`src/hdl/far_pkg.sv`:
```
// Shared types and constants for the fraction arithmetic reduce block.
package far_pkg;
  localparam int OperandWidthDefault = 16;
  localparam int OutWidth = 33;
  localparam int RawWidth = 64;
  localparam int CountWidth = 7;

  typedef enum logic [1:0] {
    FUNC_ADD = 2'd0,
    FUNC_SUB = 2'd1,
    FUNC_MUL = 2'd2,
    FUNC_DIV = 2'd3
  } func_t;

  typedef enum logic [3:0] {
    ST_IDLE,
    ST_MUL1,
    ST_MUL2,
    ST_COMB,
    ST_TEST,
    ST_DIVSTART,
    ST_DIVRUN,
    ST_EUCLID,
    ST_CHECKG,
    ST_QNUM,
    ST_QNUM_RUN,
    ST_QDEN,
    ST_QDEN_RUN,
    ST_OUT
  } state_t;

  typedef struct packed {
    logic load;
    logic mul1;
    logic mul2;
    logic comb;
    logic div_init_rem;
    logic div_init_num;
    logic div_init_den;
    logic div_step;
    logic euclid_swap;
    logic store_num;
    logic store_den;
    logic set_flag;
    logic load_out;
  } cmd_t;

  typedef struct packed {
    logic y_zero;
    logic g_zero;
    logic g_one;
    logic div_done;
  } status_t;
endpackage

```
`src/hdl/fraction_arithmetic_reduce_top.sv`:
```
// Top level: an item is accepted and its raw numerator and denominator are formed, then
// Euclid remainder steps run until the remainder is zero, followed by the final zero test
// and gcd check, the two exact divisions by g when g is neither 0 nor 1, and the load of
// the output register, which waits while a held result is stalled. All divisions use the
// single 64-step restoring divider. One item is in work at a time, a result waits in an
// output register.
module fraction_arithmetic_reduce_top
  import far_pkg::*;
#(
  parameter int OPERAND_WIDTH = OperandWidthDefault
) (
  input  logic clk,
  input  logic rst,
  input  logic in_valid,
  output logic in_stall,
  input  logic [1:0] func,
  input  logic signed [OPERAND_WIDTH-1:0] num_a,
  input  logic signed [OPERAND_WIDTH-1:0] den_a,
  input  logic signed [OPERAND_WIDTH-1:0] num_b,
  input  logic signed [OPERAND_WIDTH-1:0] den_b,
  output logic out_valid,
  input  logic out_stall,
  output logic signed [OutWidth-1:0] result_num,
  output logic signed [OutWidth-1:0] result_den,
  output logic gcd_zero
);
  cmd_t cmd;
  status_t status;

  far_ctrl u_ctrl (
    .clk(clk), .rst(rst), .in_valid(in_valid), .in_stall(in_stall),
    .out_valid(out_valid), .out_stall(out_stall), .status(status), .cmd(cmd)
  );

  far_datapath #(.OPERAND_WIDTH(OPERAND_WIDTH)) u_dp (
    .clk(clk), .rst(rst), .cmd(cmd), .status(status), .func(func),
    .num_a(num_a), .den_a(den_a), .num_b(num_b), .den_b(den_b),
    .result_num(result_num), .result_den(result_den), .gcd_zero(gcd_zero)
  );
endmodule

```
`src/hdl/far_datapath.sv`:
```
// Datapath: operand registers, multiplier, shared restoring divider, Euclid registers.
module far_datapath
  import far_pkg::*;
#(
  parameter int OPERAND_WIDTH = OperandWidthDefault
) (
  input  logic                       clk,
  input  logic                       rst,
  input  cmd_t                       cmd,
  output status_t                    status,
  input  logic [1:0]                 func,
  input  logic signed [OPERAND_WIDTH-1:0] num_a,
  input  logic signed [OPERAND_WIDTH-1:0] den_a,
  input  logic signed [OPERAND_WIDTH-1:0] num_b,
  input  logic signed [OPERAND_WIDTH-1:0] den_b,
  output logic signed [OutWidth-1:0] result_num,
  output logic signed [OutWidth-1:0] result_den,
  output logic                       gcd_zero
);
  logic [1:0] op;
  logic signed [OPERAND_WIDTH-1:0] na, da, nb, db;
  logic [RawWidth-1:0] p1, p2, n, d, x, y;
  logic [RawWidth-1:0] dv_rem, dv_quo, dv_div;
  logic [CountWidth-1:0] dv_cnt;
  logic dv_neg_q, dv_neg_r;
  logic flag;
  logic signed [2*OPERAND_WIDTH-1:0] prod_a, prod_b;
  logic [RawWidth-1:0] mag_src, mag_y, mag_d, dv_rem_next, shifted;
  logic [RawWidth-1:0] rem_out, quo_out;

  always_comb begin
    prod_a = 'sh0;
    prod_b = 'sh0;
    unique case (func_t'(op))
      FUNC_ADD, FUNC_SUB: begin
        prod_a = na * db;
        prod_b = cmd.mul2 ? da * db : nb * da;
      end
      FUNC_MUL: begin
        prod_a = na * nb;
        prod_b = da * db;
      end
      FUNC_DIV: begin
        prod_a = na * db;
        prod_b = da * nb;
      end
      default: begin
        prod_a = 'sh0;
        prod_b = 'sh0;
      end
    endcase
  end

  always_comb begin
    mag_src = x;
    mag_d = y;
    if (cmd.div_init_num) begin
      mag_src = n;
      mag_d = x;
    end else if (cmd.div_init_den) begin
      mag_src = d;
      mag_d = x;
    end
    mag_y = mag_d[RawWidth-1] ? (~mag_d + 1'b1) : mag_d;
    shifted = {dv_rem[RawWidth-2:0], dv_quo[RawWidth-1]};
    dv_rem_next = shifted - dv_div;
    rem_out = dv_neg_r ? (~dv_rem + 1'b1) : dv_rem;
    quo_out = dv_neg_q ? (~dv_quo + 1'b1) : dv_quo;
  end

  assign status.y_zero = (y == '0);
  assign status.g_zero = (x == '0);
  assign status.g_one = (x == RawWidth'(1));
  assign status.div_done = (dv_cnt == '0);

  always_ff @(posedge clk) begin
    if (cmd.load) begin
      op <= func;
      na <= num_a;
      da <= den_a;
      nb <= num_b;
      db <= den_b;
      flag <= 1'b0;
    end
    if (cmd.mul1) begin
      p1 <= RawWidth'(prod_a);
      p2 <= RawWidth'(prod_b);
    end
    if (cmd.mul2) begin
      unique case (func_t'(op))
        FUNC_ADD: begin
          p1 <= p1 + p2;
          p2 <= RawWidth'(prod_b);
        end
        FUNC_SUB: begin
          p1 <= p1 - p2;
          p2 <= RawWidth'(prod_b);
        end
        default: ;
      endcase
    end
    if (cmd.comb) begin
      n <= p1;
      d <= p2;
      x <= p1;
      y <= p2;
    end
    if (cmd.div_init_rem || cmd.div_init_num || cmd.div_init_den) begin
      dv_rem <= '0;
      dv_quo <= mag_src[RawWidth-1] ? (~mag_src + 1'b1) : mag_src;
      dv_div <= mag_y;
      dv_cnt <= CountWidth'(RawWidth);
      dv_neg_r <= mag_src[RawWidth-1];
      dv_neg_q <= mag_src[RawWidth-1] ^ mag_d[RawWidth-1];
    end else if (cmd.div_step) begin
      if (!dv_rem_next[RawWidth-1] || shifted >= dv_div) begin
        if (shifted >= dv_div) begin
          dv_rem <= dv_rem_next;
          dv_quo <= {dv_quo[RawWidth-2:0], 1'b1};
        end else begin
          dv_rem <= shifted;
          dv_quo <= {dv_quo[RawWidth-2:0], 1'b0};
        end
      end else begin
        dv_rem <= shifted;
        dv_quo <= {dv_quo[RawWidth-2:0], 1'b0};
      end
      dv_cnt <= dv_cnt - 1'b1;
    end
    if (cmd.euclid_swap) begin
      x <= y;
      y <= rem_out;
    end
    if (cmd.store_num) n <= quo_out;
    if (cmd.store_den) d <= quo_out;
    if (cmd.set_flag) flag <= 1'b1;
    if (cmd.load_out) begin
      result_num <= n[OutWidth-1:0];
      result_den <= d[OutWidth-1:0];
      gcd_zero <= flag;
    end
    if (rst) dv_cnt <= '0;
  end
endmodule

```
`src/hdl/far_ctrl.sv`:
```
// Controller state machine sequencing multiply, Euclid and exact divisions.
module far_ctrl
  import far_pkg::*;
(
  input  logic    clk,
  input  logic    rst,
  input  logic    in_valid,
  output logic    in_stall,
  output logic    out_valid,
  input  logic    out_stall,
  input  status_t status,
  output cmd_t    cmd
);
  state_t state, state_next;
  logic out_full, out_full_next;

  always_ff @(posedge clk) begin
    if (rst) begin
      state <= ST_IDLE;
      out_full <= 1'b0;
    end else begin
      state <= state_next;
      out_full <= out_full_next;
    end
  end

  always_comb begin
    state_next = state;
    unique case (state)
      ST_IDLE:     if (in_valid) state_next = ST_MUL1;
      ST_MUL1:     state_next = ST_MUL2;
      ST_MUL2:     state_next = ST_COMB;
      ST_COMB:     state_next = ST_TEST;
      ST_TEST:     state_next = status.y_zero ? ST_CHECKG : ST_DIVSTART;
      ST_DIVSTART: state_next = ST_DIVRUN;
      ST_DIVRUN:   if (status.div_done) state_next = ST_EUCLID;
      ST_EUCLID:   state_next = ST_TEST;
      ST_CHECKG: begin
        if (status.g_zero || status.g_one) state_next = ST_OUT;
        else state_next = ST_QNUM;
      end
      ST_QNUM:     state_next = ST_QNUM_RUN;
      ST_QNUM_RUN: if (status.div_done) state_next = ST_QDEN;
      ST_QDEN:     state_next = ST_QDEN_RUN;
      ST_QDEN_RUN: if (status.div_done) state_next = ST_OUT;
      ST_OUT:      if (!out_full || !out_stall) state_next = ST_IDLE;
      default:     state_next = ST_IDLE;
    endcase
  end

  always_comb begin
    cmd = '0;
    in_stall = (state != ST_IDLE);
    out_full_next = out_full && out_stall;
    unique case (state)
      ST_IDLE:     cmd.load = in_valid;
      ST_MUL1:     cmd.mul1 = 1'b1;
      ST_MUL2:     cmd.mul2 = 1'b1;
      ST_COMB:     cmd.comb = 1'b1;
      ST_DIVSTART: cmd.div_init_rem = 1'b1;
      ST_DIVRUN:   cmd.div_step = !status.div_done;
      ST_EUCLID:   cmd.euclid_swap = 1'b1;
      ST_CHECKG:   cmd.set_flag = status.g_zero;
      ST_QNUM:     cmd.div_init_num = 1'b1;
      ST_QNUM_RUN: begin
        cmd.div_step = !status.div_done;
        cmd.store_num = status.div_done;
        cmd.div_init_den = 1'b0;
      end
      ST_QDEN:     cmd.div_init_den = 1'b1;
      ST_QDEN_RUN: begin
        cmd.div_step = !status.div_done;
        cmd.store_den = status.div_done;
      end
      ST_OUT: begin
        if (!out_full || !out_stall) begin
          cmd.load_out = 1'b1;
          out_full_next = 1'b1;
        end
      end
      default: cmd = '0;
    endcase
  end

  assign out_valid = out_full;

`ifndef SYNTHESIS
  a_load_idle: assert property (@(posedge clk) disable iff (rst)
    cmd.load |-> state == ST_IDLE) else $error("load outside idle");
  a_out_hold: assert property (@(posedge clk) disable iff (rst)
    (out_full && out_stall) |=> out_full) else $error("result dropped");
  a_step_count: assert property (@(posedge clk) disable iff (rst)
    cmd.div_step |-> !status.div_done) else $error("divider overrun");
`endif
endmodule

```
`config.mk`:
```
export PLATFORM = sky130hd
export DESIGN_NAME = fraction_arithmetic_reduce_top
export DESIGN_NICKNAME = d
export VERILOG_FILES = /design/src/hdl/far_pkg.sv /design/src/hdl/fraction_arithmetic_reduce_top.sv /design/src/hdl/far_datapath.sv /design/src/hdl/far_ctrl.sv
export SDC_FILE = /design/constraint.sdc
export NUM_CORES = 2
export LEC_CHECK = 0
export BUFFER_PORTS_ARGS = -buffer_cell sky130_fd_sc_hd__buf_2
export CAP_MARGIN = 5
export CORE_MARGIN = 2
export CORE_UTILIZATION = 35
export DETAILED_ROUTE_END_ITERATION = 10
export SYNTH_ARGS = -nofsm -noshare
export SYNTH_HDL_FRONTEND = slang
export SYNTH_SLANG_ARGS = --single-unit
```
`constraint.sdc`:
```
create_clock -name clk -period 18.05 [get_ports clk]
set_clock_uncertainty 0.2 [all_clocks]
set_input_delay 0.9025 -clock clk [delete_from_list [all_inputs] [get_ports clk]]
set_output_delay 0.9025 -clock clk [all_outputs]
set_load 0.05 [all_outputs]
```
==> qor.csv <==
metric,value,unit
status,"complete, no violations",
Mean Syn Cell Area,9.09,um^2
DR WL/cell,23.2,um
post-CTS setup buffers,0,
RSZ-0062 raised after global routing,no,
post-route ant nets,0,
Final period util,0.437,
Yosys cell types,97,
adder-cell share of the synthesized area,0.321,
Async SR Flop Fraction,0,
main flop type after synthesis,edfxtp_1,
share of cells above drive strength 1,0.0624,
CP Capture Type,register,
"Cell Area, Synth",83400,um^2
Syn. warnings,0,
Post-Syn Nets,10757,
post-CTS sizing,0,
Worst-path clk slew,0.07,ns
Max Freq,127,MHz
number of I/O port buffers,138,
Initial DRC Count,7072,
Final setup viols,0,
"wirelength, routed",285000,um
register area share after synthesis,0.236,
CTS buffer count,86,
clk sinks,724,
io pins,139,
Setup Total Neg Slack,0,ns
drt first pass iters,6,
Die X,492,um
via count,67167,
H-tree levels,3,
RePlAce Congestion,0.985,
Multi-input gate area,57200,um^2
initial antenna violation count,28,
GR Util All Layers,0.232,
via-per-instance ratio,5.47,
cell row count,179,
GR Overflow Total,0,
hold_buf cts,0,
Die ar.,242000,um^2
max-slew violations,0,
largest family of logic cells by synthesized area,adder cells,
multiplexer area fraction after synthesis,0.0265,
Worst Path Required,18.47,ns
Cells after Synth,9176,
"Hold Vio Cnt, Final",0,
clk root buf,clkbuf_16,
compound-gate portion of the synthesized area,0.123,
Synth Area in Simple Gates,0.155,
max_slew headroom,0.224,
CTS tree,done,
"Max FO, Critical Path",32,
MaxCap Viol Count,0,
Fin Hold WS,0.140,ns
FILL cells,23895,
"Arr. time, crit path",8.30,ns
clk_lat worst skew,0.75,ns
post-layout minimum cycle time,7.89,ns
Post-Synth XOR/XNOR Area,0.0588,
DR DRC count,0,
Least-Margin Pin Slew,1.16,ns
largest net degree at the start of global routing,125,
#FFs+latches synth,724,
Clock Path Buffers,3,
Core Area,237000,um^2
Syn-to-layout area delta,8.53,%
Post-synth EDFFs,519,
Tightest Hold Check Type,in -> reg,
post-DP HPWL,218000,um
number of global-route vias before repair,68139,
die height,492,um
first-pass GRT wire length,428000,um
initial core utilization,0.352,
CP Class,reg -> reg,
FF+latch area,19700,um^2
CP startpoint kind,register,
Layout Nets,10624,
-- critical path: stages (launching register included) --
cell	delay [ns]
edfxtp_1	0.32
buf_4	0.41
nand2_1	0.18
fa_1	0.59
inv_1	0.06
fa_1	0.48
fa_1	0.58
fa_1	0.44
fa_1	0.49
inv_1	0.05
fa_1	0.48
inv_1	0.04
ha_1	0.35
a21oi_1	0.15
nor2b_1	0.05
o21ai_0	0.14
nand2b_1	0.09
a221o_1	0.35
a31oi_1	0.38
o211ai_1	0.21
o41ai_1	0.83
o211a_1	0.31
nand2_1	0.06
buf_4	0.25
a21o_1	0.21
-- cell type report --
cell class	instances	area share
antenna	5	0.000138
inverter	1266	0.0525
clock buffer	105	0.0256
tap	3167	0.0438
timing repair buffer	273	0.0190
sequential	724	0.217
clock inverter	57	0.00974
multi-input combinational	6692	0.632
-- cells in the mapped netlist, types with 52 or more instances --
cell	n	area, um^2
o21ai_0	626	3130
nor3_1	125	626
nand2b_1	85	532
clkbuf_1	430	1610
edfxtp_1	519	15600
o31ai_1	76	571
nand4_1	67	419
nand3_1	109	546
mux2_2	71	800
or3_1	53	332
ha_1	461	5770
nor2_1	369	1390
xor2_1	300	2630
nor4_1	52	325
a21o_1	140	1050
a31oi_1	61	382
nand2_1	1191	4470
a21oi_1	445	2230
and2_1	463	2900
dfxtp_1	205	4100
inv_1	1266	4750
xnor2_1	260	2280
o21bai_1	52	390
mux2i_1	140	1400
fa_1	1050	21000
-- flip-flops by register name, indices dropped and copies added (netlist names), 2 cells and up --
name / flops
u_dp.d: 64
u_dp.dv_div: 64
u_dp.dv_quo: 64
u_dp.dv_rem: 64
u_dp.n: 64
u_dp.p1: 64
u_dp.p2: 64
u_dp.x: 64
u_dp.y: 64
u_dp.result_den: 33
u_dp.result_num: 33
u_dp.da: 16
u_dp.db: 16
u_dp.na: 16
u_dp.nb: 16
u_dp.dv_cnt: 7
u_ctrl.state: 4
u_dp.op: 2
-- cell families (layout without fill, tap and decap cells) --
family / after synthesis / after routing
compound gates: 1709 / 1709
xor+xnor: 560 / 560
fa+ha+maj: 1511 / 1511
buf+inv: 1760 / 1701
flops: 724 / 724
mux: 212 / 212
other cells: 0 / 5
simple gates: 2700 / 2700
-- placed cells by master, fill, tap and decap left out, types with 71 or more instances in the layout --
cell type | Yosys | final
nand2b_1 | 85 | 85
dfxtp_1 | 205 | 204
clkbuf_16 | 0 | 88
ha_1 | 461 | 461
a21oi_1 | 445 | 443
xnor2_1 | 260 | 260
and2_1 | 463 | 462
o31ai_1 | 76 | 76
edfxtp_1 | 519 | 519
nor3_1 | 125 | 124
nor2_1 | 369 | 365
mux2_2 | 71 | 71
buf_2 | 28 | 138
mux2i_1 | 140 | 139
a21o_1 | 140 | 140
o21ai_0 | 626 | 625
nand3_1 | 109 | 109
fa_1 | 1050 | 1050
buf_4 | 0 | 134
nand2_1 | 1191 | 1189
inv_1 | 1266 | 1264
xor2_1 | 300 | 300
-- final timing paths --
path / cells after the start / slack [ns] / from / endpoint
setup / recovery: 24 / 10.16 / u_dp.db[7]$_DFFE_PP_ / u_dp.p2[39]$_DFF_P_
hold / removal: 1 / 0.14 / den_a[12] / u_dp.da[12]$_DFFE_PP_
setup reg to reg: 24 / 10.16 / u_dp.db[7]$_DFFE_PP_ / u_dp.p2[39]$_DFF_P_
hold reg to reg: 0 / 0.23 / u_dp.flag$_SDFFE_PP1P_ / u_dp.gcd_zero$_DFFE_PP_
-- per-layer routing --
metal | GRT usage | up-vias | part of all wire
met4 | 0.117 | 22 | 0.058
met3 | 0.0494 | 660 | 0.092
met1 | 0.303 | 33556 | 0.40
met5 | 0 | - | 0.00054
li1 | - | 29894 | -
met2 | 0.364 | 3035 | 0.45
-- per-stage QoR --
stage                     utilization  worst slack (ns)  instances  area [um^2]
after floorplan                     -             11.07       9176        83400
after global placement          0.368             10.19      12122        87400
after detailed placement        0.368             10.14      12122        87400
after CTS                       0.381             10.16      12284        90600
after global routing            0.381              9.79      12284        90600
final                           0.381             10.16      12289        90600
Power is not shown: default switching activity piles up to over one toggle a cycle in this logic, so the estimate is an artifact.
